$ cat src/design/nvp_pkg.sv
`timescale 1ns / 1ps
// ----------------------------------------------------------------------------
// nvp_pkg
// Shared types and constants for the name-value pair stream parser.
// ----------------------------------------------------------------------------
package nvp_pkg;

    localparam int unsigned LEN_W = 31;

    localparam logic [7:0] LONG_LEN_FLAG  = 8'h80;
    localparam logic [1:0] LONG_LEN_BYTES = 2'd3;  // extended bytes after the first

    localparam logic [1:0] KIND_LENGTH = 2'd0;
    localparam logic [1:0] KIND_NAME   = 2'd1;
    localparam logic [1:0] KIND_VALUE  = 2'd2;

    typedef enum logic [5:0] {
        PH_NLEN0 = 6'b000001,
        PH_NLENX = 6'b000010,
        PH_VLEN0 = 6'b000100,
        PH_VLENX = 6'b001000,
        PH_NAME  = 6'b010000,
        PH_VALUE = 6'b100000
    } t_phase;

    typedef struct packed {
        logic [7:0] data_byte;
        logic       content_end;
    } t_in;

    typedef struct packed {
        logic [7:0] out_byte;
        logic [1:0] byte_kind;
        logic       pair_done;
        logic       content_done;
        logic       truncated;
    } t_out;

endpackage

$ cat src/design/nvp_parse_core.sv
`timescale 1ns / 1ps
// ----------------------------------------------------------------------------
// nvp_parse_core
// Parser state and the per-byte tagging logic. The result is combinational
// from the current state and the incoming byte; state advances on accept.
// ----------------------------------------------------------------------------
module nvp_parse_core (
    input  logic         i_clk,
    input  logic         i_rst_n,
    input  logic         i_accept,
    input  nvp_pkg::t_in i_data,
    output nvp_pkg::t_out o_result
);
    import nvp_pkg::*;

    t_phase             r_phase,      n_phase;
    logic [1:0]         r_len_left,   n_len_left;
    logic [LEN_W-1:0]   r_len_acc,    n_len_acc;
    logic [LEN_W-1:0]   r_name_left,  n_name_left;
    logic [LEN_W-1:0]   r_value_left, n_value_left;

    logic [7:0]       b;
    logic [1:0]       kind;
    logic             done;
    logic             trunc;
    logic [LEN_W-1:0] acc_shift;
    logic [LEN_W-1:0] name_dec;
    logic [LEN_W-1:0] value_dec;

    assign b         = i_data.data_byte;
    assign acc_shift = {r_len_acc[LEN_W-9:0], b};
    assign name_dec  = r_name_left - LEN_W'(1);
    assign value_dec = r_value_left - LEN_W'(1);

    always_comb begin
        n_phase      = r_phase;
        n_len_left   = r_len_left;
        n_len_acc    = r_len_acc;
        n_name_left  = r_name_left;
        n_value_left = r_value_left;
        kind         = KIND_LENGTH;
        done         = 1'b0;

        case (r_phase)
            PH_NLENX, PH_VLENX: begin
                n_len_acc  = acc_shift;
                n_len_left = r_len_left - 2'd1;
                if (n_len_left == 2'd0) begin
                    if (r_phase == PH_NLENX) begin
                        n_name_left = acc_shift;
                        n_phase     = PH_VLEN0;
                    end else begin
                        n_value_left = acc_shift;
                        if (r_name_left != '0) begin
                            n_phase = PH_NAME;
                        end else if (acc_shift != '0) begin
                            n_phase = PH_VALUE;
                        end else begin
                            n_phase = PH_NLEN0;
                            done    = 1'b1;
                        end
                    end
                end
            end
            PH_VLEN0: begin
                if ((b & LONG_LEN_FLAG) != 8'd0) begin
                    n_len_acc  = LEN_W'(b[6:0]);
                    n_len_left = LONG_LEN_BYTES;
                    n_phase    = PH_VLENX;
                end else begin
                    n_value_left = LEN_W'(b);
                    if (r_name_left != '0) begin
                        n_phase = PH_NAME;
                    end else if (b != 8'd0) begin
                        n_phase = PH_VALUE;
                    end else begin
                        n_phase = PH_NLEN0;
                        done    = 1'b1;
                    end
                end
            end
            PH_NAME: begin
                kind        = KIND_NAME;
                n_name_left = name_dec;
                if (name_dec == '0) begin
                    if (r_value_left != '0) begin
                        n_phase = PH_VALUE;
                    end else begin
                        n_phase = PH_NLEN0;
                        done    = 1'b1;
                    end
                end
            end
            PH_VALUE: begin
                kind         = KIND_VALUE;
                n_value_left = value_dec;
                if (value_dec == '0) begin
                    n_phase = PH_NLEN0;
                    done    = 1'b1;
                end
            end
            default: begin
                if ((b & LONG_LEN_FLAG) != 8'd0) begin
                    n_len_acc  = LEN_W'(b[6:0]);
                    n_len_left = LONG_LEN_BYTES;
                    n_phase    = PH_NLENX;
                end else begin
                    n_name_left = LEN_W'(b);
                    n_phase     = PH_VLEN0;
                end
            end
        endcase

        trunc = i_data.content_end && (n_phase != PH_NLEN0);

        // The final byte of a content always leaves the parser ready for a new one.
        if (i_data.content_end) begin
            n_phase      = PH_NLEN0;
            n_len_left   = 2'd0;
            n_len_acc    = '0;
            n_name_left  = '0;
            n_value_left = '0;
        end
    end

    always_ff @(posedge i_clk) begin
        if (!i_rst_n) begin
            r_phase      <= PH_NLEN0;
            r_len_left   <= 2'd0;
            r_len_acc    <= '0;
            r_name_left  <= '0;
            r_value_left <= '0;
        end else if (i_accept) begin
            r_phase      <= n_phase;
            r_len_left   <= n_len_left;
            r_len_acc    <= n_len_acc;
            r_name_left  <= n_name_left;
            r_value_left <= n_value_left;
        end
    end

    assign o_result.out_byte     = b;
    assign o_result.byte_kind    = kind;
    assign o_result.pair_done    = done;
    assign o_result.content_done = i_data.content_end;
    assign o_result.truncated    = trunc;

endmodule

$ cat src/design/name_value_pair_stream_parser_unit.sv
`timescale 1ns / 1ps
// ----------------------------------------------------------------------------
// name_value_pair_stream_parser_unit
// Tags each byte of a FastCGI-style name-value content stream as a length,
// name or value byte, marks pair completion, and flags truncated content.
// ----------------------------------------------------------------------------
// The block takes one content byte per cycle while the skid register is
// empty, and returns exactly one tagged byte for each, in order. A new
// transaction can be accepted on every clock while input is not stalled; a
// two-entry output stage (result register plus skid register) lets input
// keep flowing until the skid register fills after the output side stalls.
// Input stall comes straight from the skid register. The state returns to
// the start of a pair after every byte marked as the end of content.
module name_value_pair_stream_parser_unit (
    input  logic          i_clk,
    input  logic          i_rst_n,
    input  logic          i_in_valid,
    output logic          o_in_stall,
    input  nvp_pkg::t_in  i_in_data,
    output logic          o_out_valid,
    input  logic          i_out_stall,
    output nvp_pkg::t_out o_out_data
);
    import nvp_pkg::*;

    logic  accept;
    t_out  result;
    logic  r_out_valid;
    t_out  r_out_data;
    logic  r_skid_valid;
    t_out  r_skid_data;

    assign accept = i_in_valid && !r_skid_valid;

    nvp_parse_core u_core (
        .i_clk    (i_clk),
        .i_rst_n  (i_rst_n),
        .i_accept (accept),
        .i_data   (i_in_data),
        .o_result (result)
    );

    always_ff @(posedge i_clk) begin
        if (!i_rst_n) begin
            r_out_valid  <= 1'b0;
            r_skid_valid <= 1'b0;
        end else if (!r_out_valid || !i_out_stall) begin
            if (r_skid_valid) begin
                r_out_valid  <= 1'b1;
                r_skid_valid <= 1'b0;
            end else begin
                r_out_valid <= accept;
            end
        end else if (accept) begin
            r_skid_valid <= 1'b1;
        end
    end

    always_ff @(posedge i_clk) begin
        if (!r_out_valid || !i_out_stall) begin
            r_out_data <= r_skid_valid ? r_skid_data : result;
        end else if (accept) begin
            r_skid_data <= result;
        end
    end

    assign o_in_stall  = r_skid_valid;
    assign o_out_valid = r_out_valid;
    assign o_out_data  = r_out_data;

`ifndef NO_ASSERTIONS
    a_skid_needs_out: assert property (@(posedge i_clk) disable iff (!i_rst_n)
        r_skid_valid |-> r_out_valid)
        else $error("skid entry held without a result in the output register");

    a_trunc_on_end: assert property (@(posedge i_clk) disable iff (!i_rst_n)
        (o_out_valid && o_out_data.truncated) |-> o_out_data.content_done)
        else $error("truncated flag raised on a byte that does not end the content");

    a_kind_legal: assert property (@(posedge i_clk) disable iff (!i_rst_n)
        o_out_valid |-> (o_out_data.byte_kind != 2'd3))
        else $error("illegal byte kind");

    a_done_kind: assert property (@(posedge i_clk) disable iff (!i_rst_n)
        (o_out_valid && o_out_data.pair_done && o_out_data.truncated) |-> 1'b0)
        else $error("pair completed yet content reported truncated");
`endif

endmodule

$ cat config.mk
export PLATFORM = sky130hd
export DESIGN_NAME = name_value_pair_stream_parser_unit
export DESIGN_NICKNAME = d
export VERILOG_FILES = /design/src/design/nvp_pkg.sv /design/src/design/nvp_parse_core.sv /design/src/design/name_value_pair_stream_parser_unit.sv
export SDC_FILE = /design/constraint.sdc
export NUM_CORES = 1
export LEC_CHECK = 0
export BUFFER_PORTS_ARGS = -buffer_cell sky130_fd_sc_hd__buf_2
export CORE_ASPECT_RATIO = 0.75
export CORE_MARGIN = 2
export CORE_UTILIZATION = 45
export CTS_CLUSTER_SIZE = 20
export DETAILED_ROUTE_END_ITERATION = 7
export PLACE_DENSITY = 0.6
export SETUP_SLACK_MARGIN = 0.2
export SKIP_LAST_GASP = 1
export SLEW_MARGIN = 20
export SYNTH_ARGS = -nofsm -noshare
export SYNTH_HDL_FRONTEND = slang
export SYNTH_SLANG_ARGS = --single-unit
export TNS_END_PERCENT = 50
$ cat constraint.sdc
create_clock -name i_clk -period 4.3 [get_ports i_clk]
set_input_delay 0.43 -clock i_clk [delete_from_list [all_inputs] [get_ports i_clk]]
set_output_delay 0.43 -clock i_clk [all_outputs]
set_load 0.05 [all_outputs]
==> results.yml <==
status:
  status: "finished clean"
clocking:
  cts_resized: 0
  clkTransAtPathRegs_ps: 70
  cts_tree: "built"
  post_cts_buffers: 0
  htreeDepth: 4
  cts_buffers: 17
  clock_path_buffers: 2
  clkSinkCount: 121
  clk_latency_ps: 430
  ctsHoldBuffers: 0
  root_buffer: "clkbuf_16"
setup_path:
  critPathLaunchType: "flop"
  path_class: "flop to flop"
  critPathMaxFanout: 12
  critical_path_arrival_ps: 3830
  reg2reg_depth: 10
  ff2ff_setup_slack_ps: 650
  required_ps: 4480
  r2r-end: "o_out_data[0]"
  rr_startpoint: "u_core.r_name_left[0]"
  endpoint_kind: "flop"
sta:
  finalMaxSlewViolations: 0
  setup_viol: 0
  rsz0062_at_grt: "no"
  fin_skew_ps: 8.87
  post-route-period-util_pct: 84.8
  timing.setup.tns_ps: 0
  max_freq_mhz: 274
  post-route-min-period_ps: 3650
  hold_viol: 0
  slew-limit-headroom_pct: 34.7
  worst_pin_slew_ps: 965
grt:
  grt_max_degree: 54
  antenna_found_initial: 0
  grt_pass1_vias: 6556
  grt_pass1_wl_mm: 37.4
  gr-usage-all-layers_pct: 28.4
  grt_overflow_total: 0
synth:
  yosys_register_bits: 121
  synth_cells: 912
  ys_types: 71
  synth_area_leaders: "dfxtp_1 (26%), edfxtp_1 (11%), nor2_1 (5.3%), a21oi_1 (5.1%), nand2_1 (4.7%)"
  synth_area_per_cell_um2: 8.00
  synthArstFlopShare_pct: 0
  synth_edf_count: 26
  synth_ff_type: "dfxtp_1"
  synth_area_um2: 7300
  syn_nets: 930
  yosysWarnings: 0
  seq_area_frac_synth_pct: 36.8
  synth_top_cell_by_area: "dfxtp_1"
  synth_top_area_share_pct: 26.1
drt:
  via_count: 7137
  drt-pass1-iter-count: 7
  ant_nets: 0
  post-route-drc-count: 0
  drt_wl_total_mm: 23.5
  drt-vias-per-instance: 6.33
  drt_iter0_drc: 859
  routedWlPerCell_um: 20.9
finish:
  final_nets: 922
  drive_above_1_share_pct: 13.0
  diodes: 0
  multiInputGateArea_um2: 4230
  design_area_um2: 8100
  syn2layout_area_growth_pct: 11.0
  final-seq-area_um2: 2680
  fillCellCount: 1518
worst_hold_path:
  min_from: "i_in_data[2]"
  min_path_type: "input pin to flop"
  min_path_cells: 1
  hold_end: "r_skid_data[6]"
power_and_ir_drop:
  p_per_area_nw_per_um2: 381
  power_mw: 3.09
  power_leakage_nw: 2.96
  ir_worst_vdd_uv: 260
floorplan:
  dieWidth_um: 151
  initial_core_util_pct: 45.7
  die_y_um: 114
  core-area_um2: 16000
  io_pins: 28
  rows: 40
  dieArea_um2: 17300
flow_run:
  cap_violations: 0
placement:
  port_buffers: 27
  post-dp-hpwl_mm: 16.5
  dpl_cell_area_um2: 7500
  gp_congestion: 0.953
cell usage in the layout, fill, tap and decap left out, drive strengths merged, types with 21 or more instances in the layout:
master / count
dfxtp: 95
a22oi: 33
o21ai: 39
nor2: 103
edfxtp: 26
nor4: 37
nand3: 29
buf: 48
inv: 21
a21oi: 75
nand2: 92
or3: 22
nor3: 46
through the flow:
stage / hold slack [ps] / setup slack, ps / instances / utilization, %
6_report: 304 / 652 / 1127 / 50.7
5_1_grt: 288 / 287 / 1127 / 50.7
4_1_cts: 292 / 669 / 1127 / 50.7
3_5_place_dp: 467 / 689 / 1095 / 47.0
3_3_place_gp: 439 / 805 / 1095 / 47.0
2_1_floorplan: 432 / 995 / 912 / -
state kept, by name, summed over array words and instances (netlist names):
name	count
o_in_stall	1
o_out_data	13
o_out_valid	1
r_skid_data	13
u_core.r_len_acc	23
u_core.r_len_left	2
u_core.r_name_left	31
u_core.r_phase	6
u_core.r_value_left	31
synth_stat cells (17+ instances only):
master and number:
edfxtp_1 26, or3_1 17, a21oi_1 75, a22oi_1 33, xnor2_1 19, clkbuf_1 63
xor2_1 20, o21ai_0 35, nor2_1 103, dfxtp_1 95, nor4_1 36, nand2_1 92
nand3_1 29, nor3_1 46
final cells by class:
type | instances | share of cell area [%]
Timing Repair Buffer | 48 | 3.62
Sequential cell | 121 | 33.1
Clock inverter | 15 | 2.09
Clock buffer | 17 | 5.25
Inverter | 11 | 0.510
Multi-Input combinational cell | 705 | 52.2
Tap cell | 210 | 3.24
power by group:
group          internal [mW]  switching, mW
registers               1.18         0.0260
logic                  0.148          0.303
clock network          0.783          0.643
critical path, cell delays in order (launching register included):
cell	delay, ps
dfxtp_1	390
inv_1	110
ha_1	280
nor3b_1	230
buf_4	170
nand3_1	400
a211oi_1	420
o211ai_1	130
or4_4	450
or4_4	540
a32o_1	270
worst max path at each step:
stage	start	to
after floorplan	u_core.r_name_left[0]	o_out_data[0]
after global placement	u_core.r_name_left[0]	o_out_data[0]
after detailed placement	u_core.r_name_left[0]	o_out_data[0]
after CTS	u_core.r_name_left[0]	o_out_data[0]
after global routing	u_core.r_name_left[1]	o_out_data[0]
final	u_core.r_name_left[0]	o_out_data[0]
cells by family after synthesis:
kind of cell               after synthesis  share of synthesized area [%]
adders and majority gates                5                          0.857
xor gates and xnor gates                39                           4.68
muxes                                    9                           1.37
and+or+nand+nor                        421                           29.7
buffers and inverters                   86                           5.57
DFF                                    121                           36.8
AOI/OAI and AO/OA                      231                           21.0
routing by layer:
metal,track usage (%),share of wire (%),vias to the layer above
met3,8.41,8.5,28
met2,39.6,41,291
met4,7.29,1.6,0
li1,-,-,3379
met1,42.5,48,3439
met5,0,0,-
Note: power is estimated with default switching activity, not from simulation.
